<file path="src/design/assert_macros.svh">
// Assertion macros used by the top-level design file.
`ifndef ASSERT_MACROS_SVH
`define ASSERT_MACROS_SVH
// Implication checked on every rising clock edge outside reset.
`define ASSERT_IMPL(label, clk, rstn, pre, post) \
    label: assert property (@(posedge clk) disable iff (!rstn) (pre) |-> (post)) \
        else $error("assertion failed");
// Property checked on every rising clock edge outside reset.
`define ASSERT_ALWAYS(label, clk, rstn, prop) \
    label: assert property (@(posedge clk) disable iff (!rstn) (prop)) \
        else $error("assertion failed");
`endif

</file>
<file path="src/design/tfn_pkg.sv">
// Package: shared types and constants for the triangle face normal pipeline.
package tfn_pkg;
    localparam int CoordW = 24;
    localparam int NormW = 16;
    localparam int MagW = 49;
    localparam int ShW = 31;
    localparam int SumW = 64;
    localparam int RootW = 32;
    localparam int QW = 17;
    localparam int SqrtSteps = 32;
    localparam int DivSteps = 17;
    // front end, sum, root cells, quotient cells, output register
    localparam int DEF_STAGES = 3 + 1 + SqrtSteps + DivSteps + 1;

    // Payload carried from cell to cell.
    typedef struct packed {
        logic [ShW-1:0]    mag_x;
        logic [ShW-1:0]    mag_y;
        logic [ShW-1:0]    mag_z;
        logic [2:0]        neg;
        logic              degen;
        logic [SumW-1:0]   rem;
        logic [RootW-1:0]  root;
        logic [QW+RootW:0] dr_x;
        logic [QW+RootW:0] dr_y;
        logic [QW+RootW:0] dr_z;
        logic [QW-1:0]     q_x;
        logic [QW-1:0]     q_y;
        logic [QW-1:0]     q_z;
    } cell_t;
endpackage

</file>
<file path="src/design/tfn_sqrt_cell.sv">
// Cell: one restoring square root step, one result bit per cell.
module tfn_sqrt_cell #(
    parameter int STEP = 0
) (
    input  logic           aclk,
    input  logic           en,
    input  tfn_pkg::cell_t d,
    output tfn_pkg::cell_t q_reg
);
    localparam int Sh = 2 * (tfn_pkg::SqrtSteps - 1 - STEP);
    logic [tfn_pkg::SumW+1:0] trial;
    logic [tfn_pkg::SumW+1:0] rem_top;
    tfn_pkg::cell_t q_next;

    // Compare the remainder window against 4*root+1.
    always_comb begin
        q_next = d;
        rem_top = {2'b00, d.rem} >> Sh;
        trial = {d.root, 2'b01};
        if (rem_top >= trial) begin
            q_next.rem = d.rem - tfn_pkg::SumW'(trial << Sh);
            q_next.root = {d.root[tfn_pkg::RootW-2:0], 1'b1};
        end else begin
            q_next.root = {d.root[tfn_pkg::RootW-2:0], 1'b0};
        end
    end

    always_ff @(posedge aclk) begin
        if (en) begin
            q_reg <= q_next;
        end
    end
endmodule

</file>
<file path="config.mk">
export PLATFORM = sky130hd
export DESIGN_NAME = tfn_sqrt_cell
export DESIGN_NICKNAME = d
export VERILOG_FILES = /design/src/design/assert_macros.svh /design/src/design/tfn_pkg.sv /design/src/design/tfn_sqrt_cell.sv
export SDC_FILE = /design/constraint.sdc
export NUM_CORES = 1
export LEC_CHECK = 0
export ABC_AREA = 1
export BUFFER_PORTS_ARGS = -buffer_cell sky130_fd_sc_hd__buf_2
export CAP_MARGIN = 20
export CORE_AREA = 2 2 310 312
export DETAILED_ROUTE_END_ITERATION = 10
export DIE_AREA = 0 0 312 314
export PLACE_DENSITY = 0.31
export SLEW_MARGIN = 40
export SYNTH_ARGS = -nofsm -noshare
export SYNTH_HDL_FRONTEND = slang
export SYNTH_SLANG_ARGS = --single-unit
</file>
<file path="constraint.sdc">
create_clock -name aclk -period 1.14 [get_ports aclk]
set_input_delay 0.057 -clock aclk [delete_from_list [all_inputs] [get_ports aclk]]
set_output_delay 0.057 -clock aclk [all_outputs]
set_load 0.02 [all_outputs]
</file>
==> impl_metrics.toml <==
[run_status]
failed_checks = "negative setup slack"
status = "finished, violations left"

[timing]
rsz0062_at_grt = "true"
period_share_pct = 120
finalSetupViolCount = 392
finalCriticalPeriod_ns = 1.37
timing.fmax_mhz = 730
setup_slack_ns = -0.230
slew_headroom_pct = 79.3
hold_viol = 0
finalSetupTns_ns = -12.27
slew_violations = 0
worstMarginPinSlew_ns = 0.311

[logic_synthesis]
seq_area_frac_synth_pct = 97.9
synthTopCellsByCount = "edfxtp_1, nor2_1, nand2_1"
synthDistinctLibCells = 11
ys_warn_count = 0
synthesis.nets = 846
avgSynthCellArea_sq_um = 27.0
syn_area_sq_mm = 0.0121
synth-edff-count = 394
ys_ff_latch = 394
async_reset_ff_share_pct = 0
synth_top_cell_area_share_pct = 97.9
yosysMostFrequentCell = "edfxtp_1"
synth-main-ff-cell = "edfxtp_1"
syn_inst = 448
yosys-top-cells-area = "edfxtp_1, nor2_1, nand2_1, nor2_2, ha_1"
yosysTopAreaCell = "edfxtp_1"

[worst_hold_path]
worstHoldPathCells = 5
hold_start = "d[295]"
min_path_type = "input port to flop"

[placed_design]
place.gp.congestion = 0.787
io_buffers = 789
hpwl_mm = 36.7
placed_cells = 2545

[route]
via_count = 9380
drtPass1Iterations = 4
vias_per_cell = 3.10
drc = 0
drt_iter0_markers = 459
drt_wl_total_mm = 48.6
drtAntennaViolNets = 0
wl_per_cell_microns = 16.1

[job]
maxCapViolCount = 0

[clock_tree]
clkSinkCount = 394
clockRootBuffer = "clkbuf_16"
cts_buffer_depth = 3
numCtsBuffers = 47
htreeDepth = 2
cts_tree = "done"
clkTransAtPathRegs_ns = 0.06

[floorplanning]
die_width_microns = 312
start_util_pct = 12.8
num_rows = 113
die_y_microns = 314
core_sq_mm = 0.0944
boundaryPins = 790
die_area_sq_mm = 0.0980

[worst_setup_path]
critPathMaxFanout = 1
path_buf_inv = 1
crit_family = "flip-flops"
endpoint = "q_reg[178]"
cp-start-kind = "flop"
crit_arrival_ns = 1.31
endpoint_kind = "output port"
cp.required_ns = 1.08
slowest_stage = "edfxtp_1"
cp.depth = 1
crit_chain = "buf_6"
critPathKind = "flop to output port"
worstSetupStartpoint = "q_reg[178]$_DFFE_PP_"
max_stage_delay_ns = 0.53

[finish]
fin_cells = 3024
fill_cells = 9737
largest_reg_flops = 394
final_nets = 2120
drive_gt1_share_pct = 51.8
finish.utilization_pct = 27.0
syn2layout_area_growth_pct = 111

[global_route]
grt_antenna_before_repair = 8
grt_pass1_wl_mm = 68.5
grt_pass1_vias = 10600
grt_max_degree = 34
grt_overflow_total = 0
grt_usage_pct = 9.42

[power_and_ir_drop]
powerDensity_mw_per_mm2 = 1500
vdd.ir_drop.worst_v = 0.000986
p_leak_nw = 10.3
## cells by family after synthesis
kind of cell	after synthesis	share of synthesized area, %
compound gates	3	0.166
flops	394	97.9
buf+inv	4	0.124
simple gates	45	1.63
fa+ha+maj	2	0.207
## area by class of cell
class / count / area (sq um) / share of cell area (%)
Antenna cell: 1 / 2.50 / 0.00981
Clock buffer: 59 / 1260 / 4.95
Clock inverter: 26 / 176 / 0.691
Inverter: 4 / 15.0 / 0.0588
Multi-Input combinational cell: 50 / 287 / 1.12
Sequential cell: 394 / 11800 / 46.4
Tap cell: 1265 / 1580 / 6.20
Timing Repair Buffer: 1225 / 10400 / 40.6
## layer usage
metal  share of wire (%)  global-route usage (%)  vias up
li1                    -                       -     4345
met1                  34                    9.38     4525
met2                  55                    17.9      417
met3                 7.8                    3.48       81
met4                 2.6                    3.29       12
met5                0.17                       0        -
## placed cells by master, fill, tap and decap left out, types with 2 or more instances in the layout
cell           Yosys  final
buf_6              0    325
inv_2              0      2
dlygate4sd3_1      0    394
clkbuf_16          0     49
nand2_1           12     11
bufinv_16          0      2
clkinv_1           0     15
nor2_2             7     13
nor2_1            20     13
inv_1              4      2
buf_4              0     35
o21bai_1           2      2
buf_12             0      8
buf_2              0    461
clkinv_4           0      3
edfxtp_1         394    394
clkinv_2           0      5
nand3_1            4      3
clkbuf_1           0     10
## per-stage QoR
step	worst slack (ns)	cell area (sq um)	total power [W]	hold slack, ns
after global routing	-0.325	25500	0.0398	0.129
after CTS	-0.351	25000	0.0387	0.100
after global placement	-0.106	18100	0.0219	0.234
after detailed placement	-0.0560	18100	0.0219	0.235
final	-0.230	25500	0.0382	0.170
after floorplan	0.159	12100	0.0194	0.156
## power by group
group	switching, W	internal, W	leakage [nW]	total, W
registers	0.000531	0.0173	3.86	0.0178
logic	0.00288	0.00326	5.79	0.00614
clock network	0.00599	0.00826	0.704	0.0143
total	0.00940	0.0288	10.3	0.0382
## how the worst min path moves through the flow
| stage | to | slack (ns) |
|---|---|---|
| after CTS | q_reg[103]$_DFFE_PP_ | 0.10 |
| after detailed placement | q_reg[29]$_DFFE_PP_ | 0.24 |
| after floorplan | q_reg[0]$_DFFE_PP_ | 0.16 |
| final | q_reg[295]$_DFFE_PP_ | 0.17 |
| after global placement | q_reg[280]$_DFFE_PP_ | 0.23 |
| after global routing | q_reg[186]$_DFFE_PP_ | 0.13 |
## repair_timing
action                     in CTS  in global routing
pin swaps                       0                  7
hold endpoints to repair      398                  0
gates resized for setup       496                173
hold buffers                  395                  0
setup endpoints to repair     394                397
setup buffers                   0                  0
Note: power is estimated with default switching activity, not from simulation.
