--- config.mk ---
export PLATFORM = sky130hd
export DESIGN_NAME = tfn_div_cell
export DESIGN_NICKNAME = d
export VERILOG_FILES = /design/src/design/assert_macros.svh /design/src/design/tfn_pkg.sv /design/src/design/tfn_div_cell.sv
export SDC_FILE = /design/constraint.sdc
export NUM_CORES = 1
export LEC_CHECK = 0
export BUFFER_PORTS_ARGS = -buffer_cell sky130_fd_sc_hd__clkbuf_2
export CORE_AREA = 2 2 309 311
export CTS_CLUSTER_DIAMETER = 120
export CTS_CLUSTER_SIZE = 12
export DETAILED_ROUTE_END_ITERATION = 16
export DIE_AREA = 0 0 311 313
export PLACE_DENSITY_LB_ADDON = 0.1
export SYNTH_ARGS = -nofsm -noshare
export SYNTH_HDL_FRONTEND = slang
export SYNTH_SLANG_ARGS = --single-unit
--- constraint.sdc ---
create_clock -name aclk -period 4 [get_ports aclk]
set_clock_uncertainty 0.1 [all_clocks]
set_input_delay 0.2 -clock aclk [delete_from_list [all_inputs] [get_ports aclk]]
set_output_delay 0.2 -clock aclk [all_outputs]
set_load 0.05 [all_outputs]
--- src/design/assert_macros.svh ---
// Assertion macros used by the top-level design file.
`ifndef ASSERT_MACROS_SVH
`define ASSERT_MACROS_SVH
// Implication checked on every rising clock edge outside reset.
`define ASSERT_IMPL(label, clk, rstn, pre, post) \
    label: assert property (@(posedge clk) disable iff (!rstn) (pre) |-> (post)) \
        else $error("assertion failed");
// Property checked on every rising clock edge outside reset.
`define ASSERT_ALWAYS(label, clk, rstn, prop) \
    label: assert property (@(posedge clk) disable iff (!rstn) (prop)) \
        else $error("assertion failed");
`endif

--- src/design/tfn_pkg.sv ---
// Package: shared types and constants for the triangle face normal pipeline.
package tfn_pkg;
    localparam int CoordW = 24;
    localparam int NormW = 16;
    localparam int MagW = 49;
    localparam int ShW = 31;
    localparam int SumW = 64;
    localparam int RootW = 32;
    localparam int QW = 17;
    localparam int SqrtSteps = 32;
    localparam int DivSteps = 17;
    // front end, sum, root cells, quotient cells, output register
    localparam int DEF_STAGES = 3 + 1 + SqrtSteps + DivSteps + 1;

    // Payload carried from cell to cell.
    typedef struct packed {
        logic [ShW-1:0]    mag_x;
        logic [ShW-1:0]    mag_y;
        logic [ShW-1:0]    mag_z;
        logic [2:0]        neg;
        logic              degen;
        logic [SumW-1:0]   rem;
        logic [RootW-1:0]  root;
        logic [QW+RootW:0] dr_x;
        logic [QW+RootW:0] dr_y;
        logic [QW+RootW:0] dr_z;
        logic [QW-1:0]     q_x;
        logic [QW-1:0]     q_y;
        logic [QW-1:0]     q_z;
    } cell_t;
endpackage

--- src/design/tfn_div_cell.sv ---
// Cell: one restoring division step for all three components.
module tfn_div_cell (
    input  logic           aclk,
    input  logic           en,
    input  tfn_pkg::cell_t d,
    output tfn_pkg::cell_t q_reg
);
    localparam int DW = tfn_pkg::QW + tfn_pkg::RootW + 1;
    tfn_pkg::cell_t q_next;
    logic [DW-1:0] dv;

    function automatic logic [DW:0] step(input logic [DW-1:0] rem,
                                         input logic [DW-1:0] div);
        logic [DW-1:0] sh;
        begin
            sh = {rem[DW-2:0], 1'b0};
            if (sh >= div) step = {sh - div, 1'b1};
            else step = {sh, 1'b0};
        end
    endfunction

    // Shift-subtract on each component; divisor is root with dividend scaled.
    always_comb begin
        logic [DW:0] rx, ry, rz;
        q_next = d;
        dv = DW'(d.root) << tfn_pkg::QW;
        rx = step(d.dr_x, dv);
        ry = step(d.dr_y, dv);
        rz = step(d.dr_z, dv);
        q_next.dr_x = rx[DW:1];
        q_next.dr_y = ry[DW:1];
        q_next.dr_z = rz[DW:1];
        q_next.q_x = {d.q_x[tfn_pkg::QW-2:0], rx[0]};
        q_next.q_y = {d.q_y[tfn_pkg::QW-2:0], ry[0]};
        q_next.q_z = {d.q_z[tfn_pkg::QW-2:0], rz[0]};
    end

    always_ff @(posedge aclk) begin
        if (en) begin
            q_reg <= q_next;
        end
    end
endmodule

==> summary.md <==
| Metric | Value |
|---|---|
| Worst-path fanout max | 4 |
| Worst rel slew slack | 35.69% |
| Max reg flops | 391 |
| DRC | 0 |
| I/O Pins | approximately 800 |
| Setup bufs post-CTS | 0 |
| Synth warnings | 0 |
| Rows | ~110 |
| Starting density of the core | between 10% and 20% |
| Post-place setup slack | between 0.1 and 0.15 ns |
| Num Clock Sinks | 391 |
| Setup crit end kind | flop |
| Worst EP arrival | just over 4 ns |
| Post-Syn Area | 18440 µm² |
| Max rail drop VDD | roughly 230 µV |
| Max Slew Vio Count | 0 |
| Via density per instance | between 4 and 5 |
| Grt ovf | 0 |
| WL/cell | between 20 and 25 µm |
| DRT iter0 DRCs | between 1000 and 1500 |
| Die Wd | approximately 310 µm |
| Initial DRT Pass Iterations | 5 |
| Startpoint types | input port |
| FMAX | about 260 MHz |
| Post-synthesis register bit count | 391 |
| Vias post-DR | approximately 16000 |
| Ys async rst share | 0% |
| Crit path time final | approximately 3.8 ns |
| Pin count of the biggest net entering global routing | 102 |
| Min-delay worst type | in -> reg |
| Final setup violation count | 0 |
| PwrDens | 430.4 nW/µm² |
| Cells after Synth | around 1400 |
| Clk root buf | clkbuf_16 |
| Setup CP Type | in -> reg |
| Maxcap violations | 0 |
| Post-synth EDFFs | a little under 400 |
| DRT antenna net count | 0 |
| Die Height | 313 µm |
| Synth Flop Type | edfxtp_1 |
| CP Capture Point | q_reg[148]$_DFFE_PP_ |
| Fin Setup TNS | 0 ns |
| Post-DP HPWL | 66140 µm |
| Initial antenna violation count | 8 |
| CTS tree | built |
| Final worst slack | 0.1995 ns |
| Least-Margin Pin Slew | 0.9646 ns |
| Area Overhead vs Synth | 57.21% |
| Clock transition at path regs | approximately 0.070 ns |
| Status | finished, final reports clean |
| Core Area | roughly 94000 µm² |
| Tot GR Track Use | between 10% and 20% |
| Leakage | ~12 nW |
| H-tree depth | 2 |
| First-pass GRT wire length | around 120000 µm |
| Vias in the first global route | 16660 |
| Final Hold Viols | 0 |
| Final WL | 81790 µm |
| Syn avg cell area | approximately 13 µm² |
| Clk buf depth | 3 |
| Synth cell types | 73 |
| Total die area | slightly below 100000 µm² |
| Net count reported at finish | a little over 3000 |
| RSZ-0062 raised after global routing | false |
| Routability cong. | approximately 0.84 |
| Critical Path RT | about 4.2 ns |
| CP startpoint | d[201] |
| Final Cycle Share | ~95% |
| Tot Pwr | about 12 mW |
| Layout cells sized above 1 | a little over a third |
| CTS Buf Count | 40 |
| Input/output buffers | roughly 800 |
| Post-synthesis sequential area ratio | 63.67% |
==> cell type report <==
class | count | area (µm²)
Antenna cell | 4 | 10.01
Clock inverter | 9 | 67.56
Inverter | 72 | 270.3
Fill cell | 9832 | 65170
Multi-Input combinational cell | 866 | 6233
Timing Repair Buffer | 1198 | 8085
Clock buffer | 40 | 1001
Sequential cell | 391 | 11740
Tap cell | 1265 | 1583
==> stage by stage <==
step                area [µm²]  hold WS, ns  util [%]  cells
detailed placement       24030       0.2786     25.52   3404
finish                   28990       0.1249     30.79   3845
global placement         24030       0.2780     25.52   3404
CTS                      28980       0.1149     30.78   3841
floorplan                18450       0.1989         -   1370
global route             28980       0.1397     30.78   3842
==> cells in the mapped netlist, types with 4 or more instances <==
library cell | instances | share of area [%]
nand2_1 | 88 | 1.8
ha_1 | 96 | 6.5
o31ai_1 | 8 | 0.33
and3_1 | 11 | 0.37
nor4_1 | 10 | 0.34
nor2_1 | 60 | 1.2
nand2b_1 | 6 | 0.20
a311oi_1 | 4 | 0.19
xor2_1 | 27 | 1.3
mux2_2 | 19 | 1.2
mux2_4 | 18 | 1.5
a21boi_0 | 4 | 0.16
mux2i_1 | 8 | 0.43
a21o_1 | 50 | 2.0
o31a_1 | 4 | 0.19
nand3_1 | 26 | 0.71
buf_2 | 4 | 0.11
edfxtp_1 | 391 | 64
o21bai_1 | 15 | 0.61
nor2b_1 | 13 | 0.44
a211oi_1 | 10 | 0.41
clkbuf_1 | 31 | 0.63
a31oi_1 | 11 | 0.37
nand4_1 | 23 | 0.78
o21a_1 | 11 | 0.45
inv_1 | 71 | 1.4
a31o_2 | 4 | 0.19
nor3_1 | 17 | 0.46
o22ai_1 | 5 | 0.17
or3_1 | 4 | 0.14
or4_1 | 4 | 0.16
o21ai_0 | 80 | 2.2
and2_1 | 7 | 0.24
xnor2_1 | 55 | 2.6
a21oi_1 | 106 | 2.9
==> layout by cell type (no fill, tap or decap), types with 8 or more instances in the layout <==
| cell type | n |
|---|---|
| and3_1 | 11 |
| nand4_1 | 23 |
| o21bai_1 | 15 |
| o31ai_1 | 8 |
| xor2_1 | 27 |
| buf_4 | 25 |
| clkbuf_16 | 40 |
| mux2i_1 | 8 |
| o21ai_0 | 80 |
| mux2_2 | 19 |
| a21oi_1 | 106 |
| nand2_1 | 88 |
| nor2_1 | 60 |
| clkbuf_2 | 779 |
| nor4_1 | 10 |
| edfxtp_1 | 391 |
| dlygate4sd3_1 | 388 |
| ha_1 | 96 |
| a211oi_1 | 10 |
| a31oi_1 | 11 |
| nand3_1 | 26 |
| mux2_4 | 18 |
| o21a_1 | 11 |
| nor3_1 | 17 |
| nor2b_1 | 13 |
| xnor2_1 | 55 |
| a21o_1 | 50 |
| inv_1 | 71 |
==> worst min path at each step <==
| stage | startpoint | end | slack [ns] | cells after the start |
|---|---|---|---|---|
| 2_1_floorplan | d[101] | q_reg[102]$_DFFE_PP_ | 0.20 | 0 |
| 3_3_place_gp | d[322] | q_reg[322]$_DFFE_PP_ | 0.28 | 1 |
| 3_5_place_dp | d[258] | q_reg[258]$_DFFE_PP_ | 0.28 | 1 |
| 4_1_cts | en | q_reg[130]$_DFFE_PP_ | 0.11 | 1 |
| 5_1_grt | en | q_reg[130]$_DFFE_PP_ | 0.14 | 1 |
| 6_report | en | q_reg[130]$_DFFE_PP_ | 0.12 | 1 |
==> cell families (layout without fill, tap and decap cells) <==
logic type      count (synthesis)  in the layout  share of synthesized area [%]
mux                            45             45                          3.060
flops                         391            391                          63.67
other cells                     1              7                        0.02033
simple gates                  285            285                          7.592
compound gates                352            352                          12.35
xor+xnor                       82             82                          3.894
buf+inv                       113           1319                          2.578
fa+ha+maj                      99             99                          6.839
==> critical path, cell delays in order <==
cell and delay, ns:
dlygate4sd3_1 0.53, clkbuf_2 0.19, buf_4 0.18, ha_1 0.25, fa_1 0.42, nor2b_1 0.13, o21ai_0 0.11, a21oi_1 0.30
o21ai_0 0.28, a311oi_1 0.52, buf_4 0.23, a41o_1 0.19, a21oi_1 0.08, xnor2_1 0.14, mux2_4 0.25
==> routing by layer <==
layer,routed length [µm],up-vias,track usage (%),share of wire [%]
met5,63,-,0,0.077
met4,1913,10,3.986,2.3
met3,4813,86,4.062,5.9
met2,43060,528,30.22,53
met1,31940,7682,18.49,39
li1,-,7617,-,-
==> report_power, final <==
part           leakage (nW)  internal (mW)  switching, mW  total (mW)
clock                 0.524           1.79           1.67        3.46
combinational          8.12           1.20           2.70        3.90
sequential             3.83           5.01          0.119        5.12
total                  12.5           7.99           4.48        12.5
==> what timing repair did <==
action                                 in CTS  in global routing
endpoints found under the hold margin     388                  0
hold buffers                              388                  0
resized for setup                           0                  0
No activity file was read; power rests on OpenSTA's default activity.
